$ cat config.mk
export PLATFORM = sky130hd
export DESIGN_NAME = morse_key_decoder_unit
export DESIGN_NICKNAME = d
export VERILOG_FILES = /design/src/mkd_pkg.sv /design/src/mkd_cfg_regs.sv /design/src/mkd_core.sv /design/src/morse_key_decoder_unit.sv
export SDC_FILE = /design/constraint.sdc
export NUM_CORES = 1
export LEC_CHECK = 0
export ABC_AREA = 0
export BUFFER_PORTS_ARGS = -buffer_cell sky130_fd_sc_hd__clkbuf_2
export CAP_MARGIN = 20
export CORE_MARGIN = 3
export CORE_UTILIZATION = 58
export CTS_CLUSTER_DIAMETER = 30
export DETAILED_ROUTE_END_ITERATION = 12
export HOLD_SLACK_MARGIN = 0.1
export PLACE_DENSITY = 0.77
export SETUP_SLACK_MARGIN = 0.3
export SLEW_MARGIN = 20
export SYNTH_ARGS = -nofsm -noshare
export SYNTH_HDL_FRONTEND = slang
export SYNTH_SLANG_ARGS = --single-unit
$ cat constraint.sdc
create_clock -name clk -period 7.4 [get_ports clk]
set_input_delay 0.37 -clock clk [delete_from_list [all_inputs] [get_ports clk]]
set_output_delay 0.37 -clock clk [all_outputs]
set_load 0.1 [all_outputs]
$ cat src/mkd_pkg.sv
// Shared types, constants and the letter lookup for the Morse key decoder.
// No dependencies.
package mkd_pkg;

    localparam int TIME_W   = 16;
    localparam int CODE_W   = 6;
    localparam int CHAR_W   = 7;
    localparam int CFG_IDX_W = 2;

    localparam logic [TIME_W-1:0] CNT_MAX = '1;

    localparam logic [TIME_W-1:0] DOT_LIMIT_RST  = 16'd500;
    localparam logic [TIME_W-1:0] DASH_LIMIT_RST = 16'd1500;
    localparam logic [TIME_W-1:0] LETTER_GAP_RST = 16'd1500;
    localparam logic [TIME_W-1:0] WORD_GAP_RST   = 16'd3500;

    localparam logic [CFG_IDX_W-1:0] REG_DOT_LIMIT  = 2'd0;
    localparam logic [CFG_IDX_W-1:0] REG_DASH_LIMIT = 2'd1;
    localparam logic [CFG_IDX_W-1:0] REG_LETTER_GAP = 2'd2;
    localparam logic [CFG_IDX_W-1:0] REG_WORD_GAP   = 2'd3;

    localparam logic [CHAR_W-1:0] CHAR_SPACE = 7'd32;
    localparam logic [CODE_W-1:0] CODE_START = 6'd1;

    typedef struct packed {
        logic [TIME_W-1:0] dot_limit;
        logic [TIME_W-1:0] dash_limit;
        logic [TIME_W-1:0] letter_gap;
        logic [TIME_W-1:0] word_gap;
    } mkd_cfg_t;

    typedef struct packed {
        logic              dot_lamp;
        logic              dash_lamp;
        logic              letter_lamp;
        logic              word_lamp;
        logic              char_valid;
        logic [CHAR_W-1:0] char_code;
    } mkd_result_t;

    // Binary tree lookup: root is code 1, a dot shifts left, a dash shifts left and adds one.
    // Holes in the tree and codes past the table read as a space.
    function automatic logic [CHAR_W-1:0] mkd_letter(input logic [CODE_W-1:0] code);
        logic [CHAR_W-1:0] ch;
        unique case (code)
            6'd2:    ch = 7'd101; // e
            6'd3:    ch = 7'd116; // t
            6'd4:    ch = 7'd105; // i
            6'd5:    ch = 7'd97;  // a
            6'd6:    ch = 7'd110; // n
            6'd7:    ch = 7'd109; // m
            6'd8:    ch = 7'd115; // s
            6'd9:    ch = 7'd117; // u
            6'd10:   ch = 7'd114; // r
            6'd11:   ch = 7'd119; // w
            6'd12:   ch = 7'd100; // d
            6'd13:   ch = 7'd107; // k
            6'd14:   ch = 7'd103; // g
            6'd15:   ch = 7'd111; // o
            6'd16:   ch = 7'd104; // h
            6'd17:   ch = 7'd118; // v
            6'd18:   ch = 7'd102; // f
            6'd20:   ch = 7'd108; // l
            6'd22:   ch = 7'd112; // p
            6'd23:   ch = 7'd106; // j
            6'd24:   ch = 7'd98;  // b
            6'd25:   ch = 7'd120; // x
            6'd26:   ch = 7'd99;  // c
            6'd27:   ch = 7'd121; // y
            6'd28:   ch = 7'd122; // z
            6'd29:   ch = 7'd113; // q
            default: ch = CHAR_SPACE;
        endcase
        return ch;
    endfunction

endpackage

$ cat src/mkd_cfg_regs.sv
// Threshold register file for the Morse key decoder.
// Depends on mkd_pkg.
module mkd_cfg_regs (
    input  logic                          clk,
    input  logic                          rst_n,
    input  logic                          wr_en,
    input  logic [mkd_pkg::CFG_IDX_W-1:0] wr_index,
    input  logic [mkd_pkg::TIME_W-1:0]    wr_data,
    output mkd_pkg::mkd_cfg_t             cfg
);
    import mkd_pkg::*;

    mkd_cfg_t cfg_reg;
    mkd_cfg_t cfg_next;

    always_comb
    begin
        cfg_next = cfg_reg;
        if (wr_en)
        begin
            unique case (wr_index)
                REG_DOT_LIMIT:  cfg_next.dot_limit  = wr_data;
                REG_DASH_LIMIT: cfg_next.dash_limit = wr_data;
                REG_LETTER_GAP: cfg_next.letter_gap = wr_data;
                REG_WORD_GAP:   cfg_next.word_gap   = wr_data;
            endcase
        end
    end

    always_ff @(posedge clk or negedge rst_n)
    begin
        if (!rst_n)
        begin
            cfg_reg.dot_limit  <= DOT_LIMIT_RST;
            cfg_reg.dash_limit <= DASH_LIMIT_RST;
            cfg_reg.letter_gap <= LETTER_GAP_RST;
            cfg_reg.word_gap   <= WORD_GAP_RST;
        end
        else
        begin
            cfg_reg <= cfg_next;
        end
    end

    assign cfg = cfg_reg;

endmodule

$ cat src/mkd_core.sv
// Press/gap timing state and per-tick decode for the Morse key decoder.
// Depends on mkd_pkg.
module mkd_core (
    input  logic                  clk,
    input  logic                  rst_n,
    input  logic                  adv,
    input  logic                  key,
    input  mkd_pkg::mkd_cfg_t     cfg,
    output mkd_pkg::mkd_result_t  res
);
    import mkd_pkg::*;

    typedef enum logic [1:0] {
        PH_WAIT,
        PH_PRESS,
        PH_GAP
    } phase_t;

    phase_t              phase_reg,  phase_next;
    logic [TIME_W-1:0]   count_reg,  count_next;
    logic [CODE_W-1:0]   code_reg,   code_next;
    logic                ovf_reg,    ovf_next;
    logic                sent_reg,   sent_next;

    phase_t              phase_mid;
    logic [TIME_W-1:0]   count_mid;
    logic [CODE_W:0]     code_ext;

    always_comb
    begin
        phase_mid  = phase_reg;
        count_mid  = count_reg;
        code_next  = code_reg;
        ovf_next   = ovf_reg;
        sent_next  = sent_reg;
        count_next = count_reg;
        code_ext   = {1'b0, code_reg};
        res        = '0;

        // Phase change first, on the edge of the key level.
        unique case (phase_reg)
            PH_PRESS:
            begin
                if (!key)
                begin
                    if (count_reg > cfg.dot_limit)
                        code_ext = {code_reg, 1'b0};
                    if (count_reg > cfg.dash_limit)
                        code_ext = code_ext + 7'd1;
                    if (!ovf_reg)
                    begin
                        if (code_ext[CODE_W])
                            ovf_next = 1'b1;
                        else
                            code_next = code_ext[CODE_W-1:0];
                    end
                    count_mid = '0;
                    sent_next = 1'b0;
                    phase_mid = PH_GAP;
                end
            end
            PH_GAP:
            begin
                if (key)
                begin
                    if (count_reg > cfg.word_gap)
                    begin
                        res.char_valid = 1'b1;
                        res.char_code  = CHAR_SPACE;
                    end
                    count_mid = '0;
                    phase_mid = PH_PRESS;
                end
            end
            default:
            begin
                if (key)
                begin
                    count_mid = '0;
                    phase_mid = PH_PRESS;
                end
            end
        endcase

        // Count this tick, then drive lamps and the letter emission.
        if (phase_mid != PH_WAIT)
        begin
            count_next = (count_mid == CNT_MAX) ? count_mid : count_mid + 16'd1;
            if (phase_mid == PH_PRESS)
            begin
                res.dot_lamp  = count_next > cfg.dot_limit;
                res.dash_lamp = count_next > cfg.dash_limit;
            end
            else
            begin
                res.letter_lamp = count_next > cfg.letter_gap;
                res.word_lamp   = count_next > cfg.word_gap;
                if (res.letter_lamp && !sent_next)
                begin
                    res.char_valid = 1'b1;
                    res.char_code  = ovf_next ? CHAR_SPACE : mkd_letter(code_next);
                    code_next      = CODE_START;
                    ovf_next       = 1'b0;
                    sent_next      = 1'b1;
                end
            end
        end
        phase_next = phase_mid;
    end

    always_ff @(posedge clk or negedge rst_n)
    begin
        if (!rst_n)
        begin
            phase_reg <= PH_WAIT;
            count_reg <= '0;
            code_reg  <= CODE_START;
            ovf_reg   <= 1'b0;
            sent_reg  <= 1'b0;
        end
        else if (adv)
        begin
            phase_reg <= phase_next;
            count_reg <= count_next;
            code_reg  <= code_next;
            ovf_reg   <= ovf_next;
            sent_reg  <= sent_next;
        end
    end

endmodule

$ cat src/morse_key_decoder_unit.sv
// Morse key decoder: one key sample per item, one result item per sample.
// An item is taken into the input register; its result item is loaded into the result
// register once that register is empty or being drained, and is offered from then on.
// Throughput: one item per cycle; the input register refills on the edge that moves
// its item on, so only a stalled, full result register holds off the sender.
// Reset: thresholds return to 500/1500/1500/3500, decoder waits for the first press.
module morse_key_decoder_unit (
    input  logic                          clk,
    input  logic                          rst_n,
    // sample channel
    input  logic                          in_valid,
    output logic                          in_stall,
    input  logic                          key_down,
    // result channel
    output logic                          out_valid,
    input  logic                          out_stall,
    output logic                          dot_lamp,
    output logic                          dash_lamp,
    output logic                          letter_lamp,
    output logic                          word_lamp,
    output logic                          char_valid,
    output logic [mkd_pkg::CHAR_W-1:0]    char_code,
    // threshold write channel
    input  logic                          cfg_valid,
    output logic                          cfg_ready,
    input  logic [mkd_pkg::CFG_IDX_W-1:0] cfg_index,
    input  logic [mkd_pkg::TIME_W-1:0]    cfg_data
);
    import mkd_pkg::*;

    mkd_cfg_t    cfg;
    mkd_result_t res;
    mkd_result_t res_reg;

    logic in_valid_reg, in_valid_next;
    logic key_reg;
    logic out_valid_reg, out_valid_next;
    logic adv;
    logic take_in;

    // Thresholds are to be written only while idle; the block does not enforce this, so always accept.
    assign cfg_ready = 1'b1;

    mkd_cfg_regs u_cfg (
        .clk      (clk),
        .rst_n    (rst_n),
        .wr_en    (cfg_valid && cfg_ready),
        .wr_index (cfg_index),
        .wr_data  (cfg_data),
        .cfg      (cfg)
    );

    // Advance the held sample into the result register whenever that
    // register is empty or being drained this cycle.
    assign adv      = in_valid_reg && (!out_valid_reg || !out_stall);
    // Hold off the sender only while a sample sits in the input register
    // and cannot move on.
    assign in_stall = in_valid_reg && !adv;
    assign take_in  = in_valid && !in_stall;

    assign in_valid_next  = take_in || (in_valid_reg && !adv);
    assign out_valid_next = adv || (out_valid_reg && out_stall);

    mkd_core u_core (
        .clk   (clk),
        .rst_n (rst_n),
        .adv   (adv),
        .key   (key_reg),
        .cfg   (cfg),
        .res   (res)
    );

    always_ff @(posedge clk or negedge rst_n)
    begin
        if (!rst_n)
        begin
            in_valid_reg  <= 1'b0;
            out_valid_reg <= 1'b0;
        end
        else
        begin
            in_valid_reg  <= in_valid_next;
            out_valid_reg <= out_valid_next;
        end
    end

    // Payload registers: load on acceptance, hold otherwise.
    always_ff @(posedge clk)
    begin
        if (take_in)
            key_reg <= key_down;
        if (adv)
            res_reg <= res;
    end

    assign out_valid   = out_valid_reg;
    assign dot_lamp    = res_reg.dot_lamp;
    assign dash_lamp   = res_reg.dash_lamp;
    assign letter_lamp = res_reg.letter_lamp;
    assign word_lamp   = res_reg.word_lamp;
    assign char_valid  = res_reg.char_valid;
    assign char_code   = res_reg.char_code;

endmodule

==> results of run 1 <==
[power breakdown]
part / internal, mW / switching, mW / leakage (nW)
Sequential: 0.682 / 0.0623 / 1.22
Clock: 0.266 / 0.216 / 0.146
Combinational: 0.260 / 0.434 / 2.73
Total: 1.21 / 0.713 / 4.09
[layout by cell type, fill, tap and decap left out, types with 3 or more instances in the layout]
| cell | count |
|---|---|
| o211ai_1 | 4 |
| a21oi_1 | 46 |
| clkbuf_16 | 10 |
| nand2_1 | 100 |
| o31ai_1 | 9 |
| nand2b_1 | 17 |
| o21a_1 | 10 |
| o21bai_1 | 4 |
| nor3b_1 | 3 |
| xnor2_1 | 6 |
| clkbuf_2 | 36 |
| and3_1 | 3 |
| buf_4 | 5 |
| nand4_1 | 28 |
| dfstp_2 | 28 |
| dfrtp_1 | 64 |
| mux2_2 | 56 |
| o21ai_0 | 56 |
| and2_1 | 7 |
| mux2i_1 | 3 |
| nand3_1 | 19 |
| nor3_1 | 14 |
| and4_1 | 3 |
| nor2b_1 | 16 |
| a31oi_1 | 7 |
| nor2_1 | 42 |
| xor2_1 | 9 |
| edfxtp_1 | 12 |
| or3_1 | 3 |
| inv_1 | 73 |
| a21o_1 | 9 |
| ha_1 | 122 |
[kinds of logic (layout without fill, tap and decap cells)]
| family | count (synthesis) | count (layout) | share of synthesized area [%] |
|---|---|---|---|
| and+or+nand+nor | 269 | 269 | 16.72 |
| muxes | 59 | 59 | 8.368 |
| other | 1 | 1 | 0.04750 |
| AOI/OAI and AO/OA | 177 | 177 | 14.72 |
| DFF | 104 | 104 | 34.17 |
| xor gates and xnor gates | 16 | 16 | 1.775 |
| adders and majority gates | 122 | 122 | 19.33 |
| buffers and inverters | 98 | 130 | 4.865 |
[routing by layer]
| metal | part of all wire, % | track usage (%) | up-vias |
|---|---|---|---|
| met5 | 0 | 0 | - |
| met4 | 3.8 | 13.51 | 0 |
| met3 | 6.2 | 4.194 | 62 |
| met2 | 47 | 48.04 | 284 |
| met1 | 43 | 39.56 | 3175 |
| li1 | - | - | 3094 |
[what timing repair did]
action,CTS,global route
endpoints found under the setup margin,0,8
hold endpoints to repair,24,0
hold buffers,1,0
resized for setup,0,4
[worst max-delay path: cells and delay by family (launching register included)]
kind / cells / cell delay, ps
AO/OA/AOI/OAI: 4 / 1250
XOR/XNOR: 1 / 180
adder cells (fa/ha/maj): 2 / 560
buffers and inverters: 1 / 230
flip-flops: 1 / 560
AND/OR/NAND/NOR: 14 / 3580
[area by class of cell]
| cell class | instances | area [µm²] | area share (%) |
|---|---|---|---|
| Clock buffer | 12 | 277.8 | 3.248 |
| Clock inverter | 3 | 22.52 | 0.2634 |
| Inverter | 73 | 274.0 | 3.205 |
| Multi-Input combinational cell | 644 | 4836 | 56.56 |
| Sequential cell | 104 | 2698 | 31.55 |
| Tap cell | 172 | 215.2 | 2.517 |
| Timing Repair Buffer | 42 | 227.7 | 2.663 |
[cells in the mapped netlist, drive strengths merged (10+ instances only)]
| master | number | area share (%) |
|---|---|---|
| ha | 122 | 19 |
| nand2 | 100 | 4.8 |
| inv | 73 | 3.5 |
| dfrtp | 64 | 20 |
| o21ai | 57 | 3.6 |
| mux2 | 56 | 8.0 |
| a21oi | 46 | 2.9 |
| nor2 | 43 | 2.1 |
| nand4 | 29 | 2.4 |
| dfstp | 28 | 9.3 |
| nand3 | 19 | 1.2 |
| clkbuf | 17 | 0.81 |
| nand2b | 17 | 1.3 |
| nor2b | 16 | 1.3 |
| nor3 | 15 | 0.95 |
| edfxtp | 12 | 4.6 |
| o21a | 10 | 0.95 |
[through the flow]
stage | instance area, µm² | util [%] | worst slack [ps]
floorplan | 7895 | - | 1863
global placement | 8223 | 63.36 | 1064
detailed placement | 8223 | 63.36 | 581.9
CTS | 8533 | 65.75 | 526.9
global route | 8551 | 65.88 | 310.2
finish | 8551 | 65.88 | 819.7
[worst paths after layout]
check,slack [ps],to,start,cells past startpoint
max in group asynchronous,5790,u_cfg.cfg[21],rst_n,3
min reg2reg,510,u_cfg.cfg[41],u_cfg.cfg[41],1
max reg2reg,820,char_code[4],key_reg,22
min in group asynchronous,500,u_core.code_reg[4],rst_n,2
max,820,char_code[4],key_reg,22
min,210,in_valid_reg,in_valid,2
==> reports/results.txt, run 1 <==
post-route non-filler standard cell count = 1,050
Post-Synthesis Mean Instance Area = 9.332 µm²
std cell rows = 41
Min Hold Slack = 210.8 ps
post-route antenna net violation count = 0
endpoints failing hold = 0
max-cap violations = 0
area growth from synthesis to final layout = 8.304%
final total negative setup slack = 0 ps
gp weighted congestion = 0.9656
worst min-delay path category = input port to flip-flop
overall power of the completed layout = 1.921 mW
most prevalent standard cell on the critical path = nor2_1
kind of start point of the critical path = flip-flop
setup skew after layout = 9.215 ps
number of optimization iterations in the first detailed-route pass = 7
mean number of vias per cell = 6.300
pin count of the biggest net entering global routing = 61
HPWL reported at the end of detailed placement = 16,490 µm
Worst-Skew Late Latency = 360 ps
DRC violation total after the first TritonRoute iteration = 612
initial standard-cell utilization of the core = 60.83%
final critical path time including I/O delays and setup = 6580 ps
Final Max Slew Viols = 0
number of different library cells in the post-synthesis netlist = 67
placed cell count = 1,034
count of boundary I/O pins = 39
max reg flops = 64
global routing usage summed across all routing layers = 29.70%
CTS tree = built
DRC violations left = 0
maximum number of buffers from clock root to sink = 2
cts bufs inserted = 9
antenna cells = 0
Final setup viols = 0
CP Max Fanout = 14
Clock Tree Root = clkbuf_16
H-Tree Level Count = 3
CTS sink count = 104
Fmax achieved = 152.0 MHz
die area = 15,050 µm²
worst ir drop on vdd = 0.1991 mV
gr ovfl total = 0
postcts setup bufs = 0
Clock transition at path regs = 70 ps
Port Buf Inserts = 37
post-synthesis sequential element count = 104
relative slew slack = 30.88%
net count after synthesis = 992
share of the cycle needed by the critical path after routing = 88.92%
Synth Cell Area = 7895 µm²
run status = finished clean
vias in the first global route = 6,568
routed wire length per instance = 20.08 µm
total number of yosys warnings = 0
number of antenna violations at the first check in global routing = 0
Fill cells = 1,024
power density cells = 224.7 nW/µm²
CP arrival = 6760 ps
critical path's largest stage delay = 560 ps
width of the chip = 122.7 µm
setup repair after global routing missed its margin = false
number of nets in the layout = 1,020
Slew @ Worst Pin = 1037 ps
Async SR Flop Fraction = 88.46%
ordered list of cells on the worst path = or3_1, nand2_1, nor2_1, ha_1, nand4_1, nor3_2, nor3b_2, nor2_1, nand4_1, nor3_1, nand3_1, xor2_1, nor2_1, ha_1, nand4_1, nor2_1, a2111oi_0, buf_4, a21boi_1, and4b_1, o31ai_1, a221oi_1
global-route wire length before repair = 34,320 µm
vias = 6,615
static leakage = 4.091 nW
Critical Path RT = 7580 ps
height of the die = 122.7 µm
gate count of the mapped netlist = 846
Most used DFF post-synth = dfrtp_1
number of synthesized flops with an enable pin = 12
Core Box Area = 12,980 µm²
share of synthesized area occupied by flip-flops and latches = 34.17%
final routed wirelength across all metal layers = 21,090 µm
Critical Path End Type = flip-flop
share of cells above drive strength 1 = 17.65%
Worst path slowest cell = edfxtp_1
Setup CP Type = flip-flop to flip-flop
Note: power is estimated with default switching activity, not from simulation.
==> inputs of run 2 (changes only) <==
Settings changed: SYNTH_HIERARCHICAL from default to 1.
==> run 2 against run 1 <==
Maximum frequency grew 3.5%. Area after synthesis grew 0.68%. Flip-flop and latch count grew 1. Critical path type unchanged. Critical path depth grew 3. Non-clock buffer count grew 1. Clock skew shrank 0.76 ps. Final area grew 0.10%. Combinational power grew 13%. First-iteration DRC count shrank 5.6%. Global-route usage shrank 2.0 points. Die area grew 0.65%.
==> reports/results.txt, run 2 <==
vias in the first global route = 6,088
Clock transition at path regs = 70 ps
number of antenna violations at the first check in global routing = 0
Most used DFF post-synth = dfrtp_1
post-layout worst setup margin = 1043 ps
worst min-delay path category = input port to flip-flop
cts bufs inserted = 9
number of nets in the layout = 964
power density cells = 238.0 nW/µm²
Critical Path End Type = flip-flop
total number of yosys warnings = 6
largest cells by area after synthesis = dfrtp_1 (20%), ha_1 (19%), mux2_2 (10%), dfstp_2 (9.3%), edfxtp_1 (4.9%)
final routed wirelength across all metal layers = 19,950 µm
dominant cell by count in the synthesized netlist = ha_1
Final Max Slew Viols = 0
DRC violations left = 0
initial standard-cell utilization of the core = 59.55%
leading cell types in the layout, fill and taps excluded = ha_1 (122), inv_1 (76), mux2_2 (74)
global routing usage summed across all routing layers = 27.70%
placed cell count = 982
area taken by flip-flops and latches = 2728 µm²
pre-CTS setup slack = 1204 ps
gp weighted congestion = 0.9536
max reg flops = 64
static leakage = 4.050 nW
Slew @ Worst Pin = 1072 ps
postcts setup bufs = 0
relative slew slack = 28.07%
mean number of vias per cell = 6.233
Clock Tree Root = clkbuf_16
most frequent standard cell in the layout excluding fill and tap cells = ha_1
net count after synthesis = 929
area growth from synthesis to final layout = 7.681%
Critical Path RT = 7600 ps
leading cell types by count after synthesis = ha_1 (122), inv_1 (76), mux2_2 (74)
setup repair after global routing missed its margin = false
area taken by multi-input logic gates = 4792 µm²
width of the chip = 123.1 µm
gr ovfl total = 0
post-route non-filler standard cell count = 999
Core Box Area = 13,350 µm²
Yosys top cell area share = 20.15%
largest area contributor in the synthesized netlist = dfrtp_1
Async SR Flop Fraction = 87.62%
Final setup viols = 0
CP Max Fanout = 22
CTS tree = built
final total negative setup slack = 0 ps
DRC violation total after the first TritonRoute iteration = 578
cts repair resizes = 0
Fmax achieved = 157.3 MHz
share of cells above drive strength 1 = 22.96%
antenna cells = 0
vias = 6,227
global-route wire length before repair = 32,090 µm
number of different library cells in the post-synthesis netlist = 78
final critical path time including I/O delays and setup = 6357 ps
CTS sink count = 105
gate count of the mapped netlist = 783
Fill cells = 1,102
std cell rows = 42
number of optimization iterations in the first detailed-route pass = 6
H-Tree Level Count = 3
final cell area excluding filler cells = 8559 µm²
post-synthesis sequential element count = 105
kind of start point of the critical path = flip-flop
routed wire length per instance = 19.97 µm
pin count of the biggest net entering global routing = 79
quantity of hold-fixing buffers added after cts = 1
share of the core filled with cells in the final layout = 64.13%
max-cap violations = 0
number of synthesized flops with an enable pin = 13
CP arrival = 6560 ps
maximum number of buffers from clock root to sink = 2
die area = 15,150 µm²
HPWL reported at the end of detailed placement = 15,650 µm
count of boundary I/O pins = 39
Port Buf Inserts = 37
run status = finished clean
Worst-Skew Late Latency = 360 ps
height of the die = 123.1 µm
endpoints failing hold = 0
worst ir drop on vdd = 0.1775 mV
share of synthesized area occupied by flip-flops and latches = 34.31%
post-route antenna net violation count = 0
Post-Synthesis Mean Instance Area = 10.15 µm²
Placed Instance Area = 8262 µm²
share of the cycle needed by the critical path after routing = 85.91%
setup skew after layout = 8.454 ps
Setup CP Type = flip-flop to flip-flop
Synth Cell Area = 7949 µm²
run 2: changes by cell type after synthesis, sizes merged, moves of 5 or more:
cell,previous run,this run
nand2,100,50
o21ai,57,37
mux2,56,75
clkbuf,17,7
nor2,43,33
inv,73,79
nor2b,16,10
nor4,1,6
run 2: worst max-delay path: stages, from the launching register on:
cell and delay (ps):
dfrtp_1 430, nor2b_2 300, xor2_1 110, buf_4 230, nor2_1 180, ha_1 240, nand3_1 100, nor4_2 300
nand4_1 360, nand4_1 320, nor4_2 100, and3_1 230, xnor2_1 140, nor2_1 100, ha_1 310, nand3_1 100
nor3_1 330, o21ai_0 140, a21oi_1 170, a2111oi_0 80, a311oi_1 570, nand2_1 260, a2111o_1 500, nor2_1 320
a2bb2oi_1 120, o21ai_1 150
run 2: stage by stage:
stage               hold slack (ps)  power (mW)
CTS                           200.4       2.037
global placement              230.6       1.525
global route                  204.7       2.168
finish                        207.6       2.037
detailed placement            234.2       1.556
floorplan                     74.41       1.340
run 2: cell type report:
type	instances	share of cell area, %
Clock buffer	10	2.675
Inverter	79	3.464
Tap cell	176	2.573
Sequential cell	105	31.87
Timing Repair Buffer	43	2.748
Multi-Input combinational cell	580	55.99
Clock inverter	6	0.6870
run 2: logic make-up (layout without fill, tap and decap cells):
group	after synthesis	count (layout)	share of synthesized area [%]
AOI/OAI and AO/OA	170	170	14.65
other	1	1	0.04718
DFF	105	105	34.31
adders and majority gates	122	122	19.20
buffers and inverters	98	138	5.509
and+or+nand+nor	189	189	12.81
muxes	82	82	11.60
xor gates and xnor gates	16	16	1.857
run 2: power by group:
group / total (mW) / switching (mW) / internal (mW)
combinational: 0.787 / 0.480 / 0.307
sequential: 0.778 / 0.0797 / 0.698
clock: 0.472 / 0.212 / 0.260
total: 2.04 / 0.772 / 1.27
run 2: path summary, 6_finish.rpt:
| check | startpoint | endpoint | slack [ps] | cells after the start |
|---|---|---|---|---|
| setup / recovery | u_core/phase_reg[0] | char_code[2] | 1040 | 25 |
| hold / removal | key_down | key_reg | 210 | 1 |
| setup reg to reg | u_core/phase_reg[0] | char_code[2] | 1040 | 25 |
| hold reg to reg | u_core/sent_reg | u_core/sent_reg | 500 | 2 |
| max in group asynchronous | rst_n | u_cfg/cfg[1] | 5780 | 3 |
| min in group asynchronous | rst_n | u_cfg/cfg[9] | 410 | 2 |
run 2: layer usage:
layer | vias up | GRT usage [%] | wire length [µm]
met5 | - | 0 | 0
met4 | 0 | 9.412 | 619
met3 | 44 | 5.947 | 1109
met2 | 200 | 44.69 | 9426
met1 | 3045 | 37.21 | 8790
li1 | 2938 | - | -
